[src/buddy_page_allocator_defines.svh]
// Assertion macros for the buddy page allocator.
`ifndef BUDDY_PAGE_ALLOCATOR_DEFINES_SVH
`define BUDDY_PAGE_ALLOCATOR_DEFINES_SVH
`ifndef SYNTHESIS
`define BPA_ASSERT_IMPL(label, clk, rst_n, prop) \
    label: assert property (@(posedge clk) disable iff (!rst_n) (prop)) \
        else $error("assertion failed");
`define BPA_ASSERT_NEVER(label, clk, rst_n, cond) \
    label: assert property (@(posedge clk) disable iff (!rst_n) !(cond)) \
        else $error("forbidden condition");
`else
`define BPA_ASSERT_IMPL(label, clk, rst_n, prop)
`define BPA_ASSERT_NEVER(label, clk, rst_n, cond)
`endif
`endif

[src/bpa_pkg.sv]
// Shared types, constants and commands for the buddy page allocator.
`default_nettype none
package bpa_pkg;
    localparam int PAGES      = 1024;
    localparam int PAGE_SHIFT = 12;
    localparam int PW         = $clog2(PAGES);
    localparam int LW         = PW + 1;
    localparam int SLOTS      = 16;
    localparam int MAX_LEVELS = PW + 1;
    localparam logic [LW-1:0] NIL = '1;
    localparam logic [1:0] ST_OK   = 2'd0;
    localparam logic [1:0] ST_FULL = 2'd1;
    localparam logic [1:0] ST_BAD  = 2'd2;
    localparam logic [5:0] TAG_START = 6'h20;
    localparam logic [5:0] TAG_ALLOC = 6'h10;

    typedef enum logic [4:0] {
        S_CLEAR, S_IDLE, S_A_SCAN, S_A_RM, S_A_SPLIT, S_A_DONE,
        S_F_RD, S_F_WAIT, S_F_CHK, S_F_BUD, S_F_BWAIT, S_F_BCHK,
        S_F_RM, S_F_PUSH, S_OUT
    } state_t;

    // Datapath operations issued by the controller.
    typedef enum logic [3:0] {
        OP_NONE, OP_CLEAR, OP_INIT, OP_LOAD, OP_SCAN, OP_A_RM, OP_SPLIT,
        OP_A_DONE, OP_F_RD, OP_F_CHK, OP_B_RD, OP_B_CHK, OP_RM, OP_PUSH,
        OP_FAIL
    } op_t;

    typedef struct packed {
        op_t op;
        logic [1:0] sub;
    } cmd_t;

    typedef struct packed {
        logic clear_done;
        logic scan_hit;
        logic scan_end;
        logic too_large;
        logic split_done;
        logic fbad;
        logic merge_ok;
        logic merge_end;
        logic sub_done;
    } stat_t;
endpackage
`default_nettype wire

[src/bpa_controller.sv]
// Controller: sequences allocate and free operations over the datapath.
`default_nettype none
module bpa_controller (
    input  wire logic           clk,
    input  wire logic           rst_n,
    input  wire logic           reinit,
    input  wire logic           in_fire,
    input  wire logic           in_command,
    input  wire logic           out_fire,
    input  wire bpa_pkg::stat_t stat,
    output bpa_pkg::cmd_t       cmd,
    output logic                in_rdy,
    output logic                out_vld
);
    bpa_pkg::state_t state_reg, state_next;
    logic [1:0] sub_reg, sub_next;

    always_ff @(posedge clk or negedge rst_n)
    begin
        if (!rst_n)
        begin
            state_reg <= bpa_pkg::S_CLEAR;
            sub_reg   <= '0;
        end
        else
        begin
            state_reg <= state_next;
            sub_reg   <= sub_next;
        end
    end

    always_comb
    begin
        state_next = state_reg;
        sub_next   = '0;
        cmd.op     = bpa_pkg::OP_NONE;
        cmd.sub    = sub_reg;
        in_rdy     = 1'b0;
        out_vld    = 1'b0;
        unique case (state_reg)
            bpa_pkg::S_CLEAR:
            begin
                cmd.op = bpa_pkg::OP_CLEAR;
                if (stat.clear_done) state_next = bpa_pkg::S_A_DONE;
            end
            bpa_pkg::S_IDLE:
            begin
                in_rdy = !reinit;
                if (reinit) state_next = bpa_pkg::S_CLEAR;
                else if (in_fire)
                begin
                    cmd.op = bpa_pkg::OP_LOAD;
                    state_next = in_command ? bpa_pkg::S_F_RD : bpa_pkg::S_A_SCAN;
                end
            end
            bpa_pkg::S_A_SCAN:
            begin
                cmd.op = bpa_pkg::OP_SCAN;
                if (stat.too_large) begin cmd.op = bpa_pkg::OP_FAIL; state_next = bpa_pkg::S_OUT; end
                else if (stat.scan_hit) state_next = bpa_pkg::S_A_RM;
                else if (stat.scan_end) begin cmd.op = bpa_pkg::OP_FAIL; state_next = bpa_pkg::S_OUT; end
            end
            bpa_pkg::S_A_RM:
            begin
                cmd.op = bpa_pkg::OP_A_RM;
                sub_next = sub_reg + 2'd1;
                if (sub_reg == 2'd2) begin sub_next = '0; state_next = bpa_pkg::S_A_SPLIT; end
            end
            bpa_pkg::S_A_SPLIT:
            begin
                if (stat.split_done)
                begin
                    cmd.op = bpa_pkg::OP_A_DONE;
                    state_next = bpa_pkg::S_OUT;
                end
                else
                begin
                    cmd.op = bpa_pkg::OP_SPLIT;
                    sub_next = sub_reg + 2'd1;
                    if (sub_reg == 2'd1) sub_next = '0;
                end
            end
            bpa_pkg::S_A_DONE:
            begin
                // Serves only as pool init after a clearing pass.
                cmd.op = bpa_pkg::OP_INIT;
                state_next = bpa_pkg::S_IDLE;
            end
            bpa_pkg::S_F_RD:
            begin
                cmd.op = bpa_pkg::OP_F_RD;
                state_next = bpa_pkg::S_F_WAIT;
            end
            bpa_pkg::S_F_WAIT:
            begin
                cmd.op = bpa_pkg::OP_F_RD;
                state_next = bpa_pkg::S_F_CHK;
            end
            bpa_pkg::S_F_CHK:
            begin
                cmd.op = bpa_pkg::OP_F_CHK;
                if (stat.fbad) begin cmd.op = bpa_pkg::OP_FAIL; state_next = bpa_pkg::S_OUT; end
                else state_next = bpa_pkg::S_F_BUD;
            end
            bpa_pkg::S_F_BUD:
            begin
                if (stat.merge_end) state_next = bpa_pkg::S_F_PUSH;
                else begin cmd.op = bpa_pkg::OP_B_RD; state_next = bpa_pkg::S_F_BWAIT; end
            end
            bpa_pkg::S_F_BWAIT:
            begin
                cmd.op = bpa_pkg::OP_B_RD;
                state_next = bpa_pkg::S_F_BCHK;
            end
            bpa_pkg::S_F_BCHK:
            begin
                state_next = stat.merge_ok ? bpa_pkg::S_F_RM : bpa_pkg::S_F_PUSH;
            end
            bpa_pkg::S_F_RM:
            begin
                cmd.op = bpa_pkg::OP_RM;
                sub_next = sub_reg + 2'd1;
                if (sub_reg == 2'd2) begin sub_next = '0; state_next = bpa_pkg::S_F_BUD; end
            end
            bpa_pkg::S_F_PUSH:
            begin
                cmd.op = bpa_pkg::OP_PUSH;
                sub_next = 2'd1;
                if (sub_reg == 2'd1) begin sub_next = '0; state_next = bpa_pkg::S_OUT; end
            end
            bpa_pkg::S_OUT:
            begin
                out_vld = 1'b1;
                if (out_fire) state_next = bpa_pkg::S_IDLE;
            end
            default: state_next = bpa_pkg::S_CLEAR;
        endcase
    end

    logic unused;
    assign unused = stat.sub_done;
endmodule
`default_nettype wire

[config.mk]
export PLATFORM = sky130hd
export DESIGN_NAME = bpa_controller
export DESIGN_NICKNAME = d
export VERILOG_FILES = /design/src/buddy_page_allocator_defines.svh /design/src/bpa_pkg.sv /design/src/bpa_controller.sv
export SDC_FILE = /design/constraint.sdc
export NUM_CORES = 1
export LEC_CHECK = 0
export BUFFER_PORTS_ARGS = -buffer_cell sky130_fd_sc_hd__buf_4
export CAP_MARGIN = 30
export CORE_MARGIN = 2
export CORE_UTILIZATION = 54
export DETAILED_ROUTE_END_ITERATION = 12
export GPL_TIMING_DRIVEN = 1
export HOLD_SLACK_MARGIN = 0.06
export PLACE_DENSITY = 0.93
export SYNTH_ARGS = -nofsm -noshare
export SYNTH_HDL_FRONTEND = slang
export SYNTH_SLANG_ARGS = --single-unit
[constraint.sdc]
create_clock -name clk -period 4.3 [get_ports clk]
set_input_delay 0.43 -clock clk [delete_from_list [all_inputs] [get_ports clk]]
set_output_delay 0.43 -clock clk [all_outputs]
set_load 0.005 [all_outputs]
==> flow_results.org <==
** Placement
- Input and output buffers added on the ports amount to 21.
- Detailed placement finished with a half-perimeter wire length of 1391 um.
- Routability-driven placement finished with a final weighted congestion of 0.8985.
- Placed insts :: 134
- Instance area at placement :: 884.6 um2

** Cells and area
- Fin nets :: 140
- Fill cells :: 107
- Multi-input gate area in the final layout :: 535.5 um2
- Share of layout cells above drive strength 1 :: 24.39%
- Antenna cells :: 0
- The library cell used most frequently in the layout, excluding fill and tap cells, is buf_4.
- Final standard cell utilization of the core :: 70.48%
- Summing all non-filler instances in the final layout gives an area of 917.1 um2.
- Area growth from synthesis to final layout :: 21.56%
- Flip-flop and latch area :: 150.1 um2
- Post-route non-filler standard cell count :: 138
- In the layout the commonest cells are buf_4, nand2_1, a21oi_1.
- Largest register FFs :: 4

** Detailed routing
- Routed len/inst :: 14.12 um
- Before antenna repair, the detailed router went through 4 iterations.
- In the routed design, unresolved DRC markers number 0.
- In the routed layout, each cell is associated on average with a via count of 6.565.
- Routed WL :: 1948 um
- The detailed router placed 906 vias in this run.
- In this run the remaining antenna-violating nets after routing total 0.
- DRC violation total after the first TritonRoute iteration :: 41

** Synth
- FF+latch count, synth :: 6
- Count of yosys warnings during synthesis :: 0
- After technology mapping, the gate count stands at 106.
- Of the synthesized area, sequential elements account for 19.90%.
- Adder and majority cell fraction of the synthesized area :: 0%
- Synthesized-area fraction occupied by and/or/nand/nor cells :: 30.35%
- Share of the synthesized area in compound gates (AO/OA/AOI/OAI) :: 36.15%
- After synthesis, the largest family of logic cells by area is compound AO/OA/AOI/OAI gates.
- The number of nets in the synthesized netlist is 121.
- Post-Synthesis Cell Area :: 754.5 um2
- Share of synthesized area spent on multiplexers :: 3.317%
- The synthesized netlist contains 40 unique library cells.
- Mean Syn Cell Area :: 7.118 um2
- Xor/xnor cell area share of the yosys netlist :: 1.161%

** Worst setup path
- Startpoint types :: register
- Reg-to-reg setup timing slack :: 2.08 ns
- Of all nets on the critical path, the largest fanout is 25.
- STA classifies the critical path endpoint as an output pin.
- For the worst flop-to-flop path, the logic depth is 5.
- Endpoint required time on the critical path :: 3.87 ns
- Terminus of the critical flop-to-flop path :: state_reg[1]
- In this run the critical register-to-register path is launched from state_reg[3].
- By startpoint and endpoint, the worst setup path is classified as register to output pin.
- Crit path DAT :: 2.11 ns

** Status
- Status :: complete, no violations

** Global route
- Antenna violations before repair :: 0
- The via count of the first global-routing pass came to 720.
- For this run, the total global-route usage over all layers was measured as 27.15%.
- The first global-routing pass estimated 3049 um of wire.
- Entering global routing, the biggest net connects 26 pins.
- Global routing finished with a remaining overflow of 0.

** Power and ir drop
- The analysis attributes to net switching a power of 355.1 uW.
- The completed layout was analyzed and its total power is 711.9 uW.
- Internal Dissipation :: 356.8 uW
- Switch share :: 49.88%
- Across the VDD grid, the largest voltage drop is 421.6 uV.
- The analysis attributes to cell leakage a power of 0.0004225 uW.
- The share of total power dissipated in sequential elements is 28.3%.
- Proportion of power drawn by combinational gates :: 64.3%
- Per report_power, the clock group accounts for 7.4% of the total.
- For this design the ratio of total power to cell area is 776.2 nW/um2.

** Floorplanning
- Core region area :: 1301 um2
- The die covers 1712 um2.
- Die height :: 41.38 um
- Starting utilization of the core area :: 57.98%
- Site Rows :: 13
- The die is 41.38 um wide.
- 23 I/O pins were placed.

** STA
- Achievable frequency :: 394.4 MHz
- At the pin with the least slew margin, the transition time is 0.7276 ns.
- Worst Clk Skew :: 0.001827 ns
- Count of final setup violators :: 0
- Count of pins over their slew limit :: 0
- Final-layout setup total negative slack :: 0 ns
- Normalized max-slew margin :: 51.49%
- Crit share post-route :: 58.97%
- Min Clock Period, post-route :: 2.536 ns
- Unrepaired setup endpoints after global routing :: false
- The final number of hold-violating endpoints came to 0.

** Clocking
- Cell chosen for the clock root :: clkbuf_4
- TritonCTS built the clock tree.
- Clk sinks :: 6
- Maximum root-to-sink buffer count :: 2
- After clock tree synthesis, the setup repair step added 0 buffers.
- Number of levels in the clock H-tree :: 1
- Clk Latency, worst-skew pair :: 0.25 ns
- Clock-pin transition on the worst setup and hold timing paths :: 0.04 ns
- In this run, CTS created clock tree buffers numbering 3.

** Job
- Max-cap violations in this run came to 0.

** Min path
- Path category of the worst min-delay check :: input pin to async pin
[synthesized netlist by cell type]
cell type	instances	area (um2)
a211o_1	1	8.760
a211oi_1	1	7.510
a21o_1	1	7.510
a21oi_1	11	55.05
a221o_1	2	20.02
a22o_1	1	8.760
a22oi_1	1	7.510
a31oi_1	2	12.51
a41oi_1	1	8.760
and2b_1	1	7.510
and4bb_2	1	12.51
buf_1	1	3.750
buf_2	4	20.02
buf_4	1	7.510
buf_6	1	11.26
clkbuf_1	1	3.750
dfrtp_1	6	150.1
inv_1	6	22.52
mux2_4	1	15.01
mux2i_1	1	10.01
nand2_1	12	45.04
nand2b_1	1	6.260
nand2b_4	1	13.76
nand3_1	3	15.01
nor2_1	10	37.54
nor2b_1	4	25.02
nor3_1	4	20.02
nor3_2	1	10.01
nor4_1	3	18.77
o2111ai_1	2	17.52
o211a_1	1	10.01
o211ai_1	1	7.510
o21ai_0	7	35.03
o21ai_4	1	16.27
o21bai_1	1	7.510
o22ai_1	4	25.02
o32ai_1	2	17.52
or3_1	1	6.260
or4_4	1	11.26
xor2_1	1	8.760
[area by class of cell]
class                   instances  area share (%)
inverters                       6           2.456
well taps                      15           2.046
multi-input cells              86           58.39
clock buffers                   3           2.456
flip-flops and latches          6           16.37
repair buffers                 22           18.28
[worst max path at each step]
| stage | from | endpoint | slack, ns | depth (start not counted) |
|---|---|---|---|---|
| after CTS | state_reg[1] | cmd[5] | 1.78 | 6 |
| after floorplan | state_reg[2] | cmd[2] | 2.54 | 4 |
| final | state_reg[1] | cmd[5] | 1.76 | 6 |
| after detailed placement | state_reg[1] | cmd[5] | 2.07 | 6 |
| after global placement | state_reg[3] | cmd[2] | 2.07 | 5 |
| after global routing | state_reg[1] | cmd[5] | 1.58 | 6 |
[through the flow]
step	setup slack (ns)	hold WS (ns)
floorplan	2.538	0.1344
global placement	2.069	0.2347
detailed placement	2.068	0.2403
CTS	1.784	0.5236
global route	1.579	0.5483
finish	1.764	0.5260
[routing by layer]
layer | vias to the layer above | track usage [%] | share of wire, %
met2 | 67 | 41.02 | 45
met4 | 0 | 17.74 | 3.8
met1 | 398 | 35.99 | 42
met5 | - | 0 | 0
met3 | 8 | 3.191 | 8.9
li1 | 433 | - | -
[critical path: stages (launching register included)]
cell,delay (ns)
dfrtp_1,0.80
nand2b_4,0.28
nor2_1,0.07
o21ai_0,0.16
a21oi_1,0.11
a221o_1,0.30
buf_4,0.14
[power groups by stage]
| stage | Clock (uW) | Combinational (uW) | Sequential [uW] |
|---|---|---|---|
| 6_report | 52.4 | 458 | 202 |
| 5_1_grt | 55.5 | 509 | 211 |
| 4_1_cts | 53.2 | 457 | 197 |
| 3_5_place_dp | 0 | 450 | 197 |
| 3_3_place_gp | 0 | 436 | 200 |
| 2_1_floorplan | 0 | 429 | 108 |
[cell families after synthesis]
group | Yosys count
AOI/OAI and AO/OA | 40
xor gates and xnor gates | 1
buffers and inverters | 14
DFF | 6
muxes | 2
and+or+nand+nor | 43
[repair_timing]
| item | CTS | global route |
|---|---|---|
| endpoints found under the hold margin | 6 | 0 |
| hold buffers | 1 | 0 |
| gates resized for setup | 0 | 0 |
No activity file was read; power rests on OpenSTA's default activity.
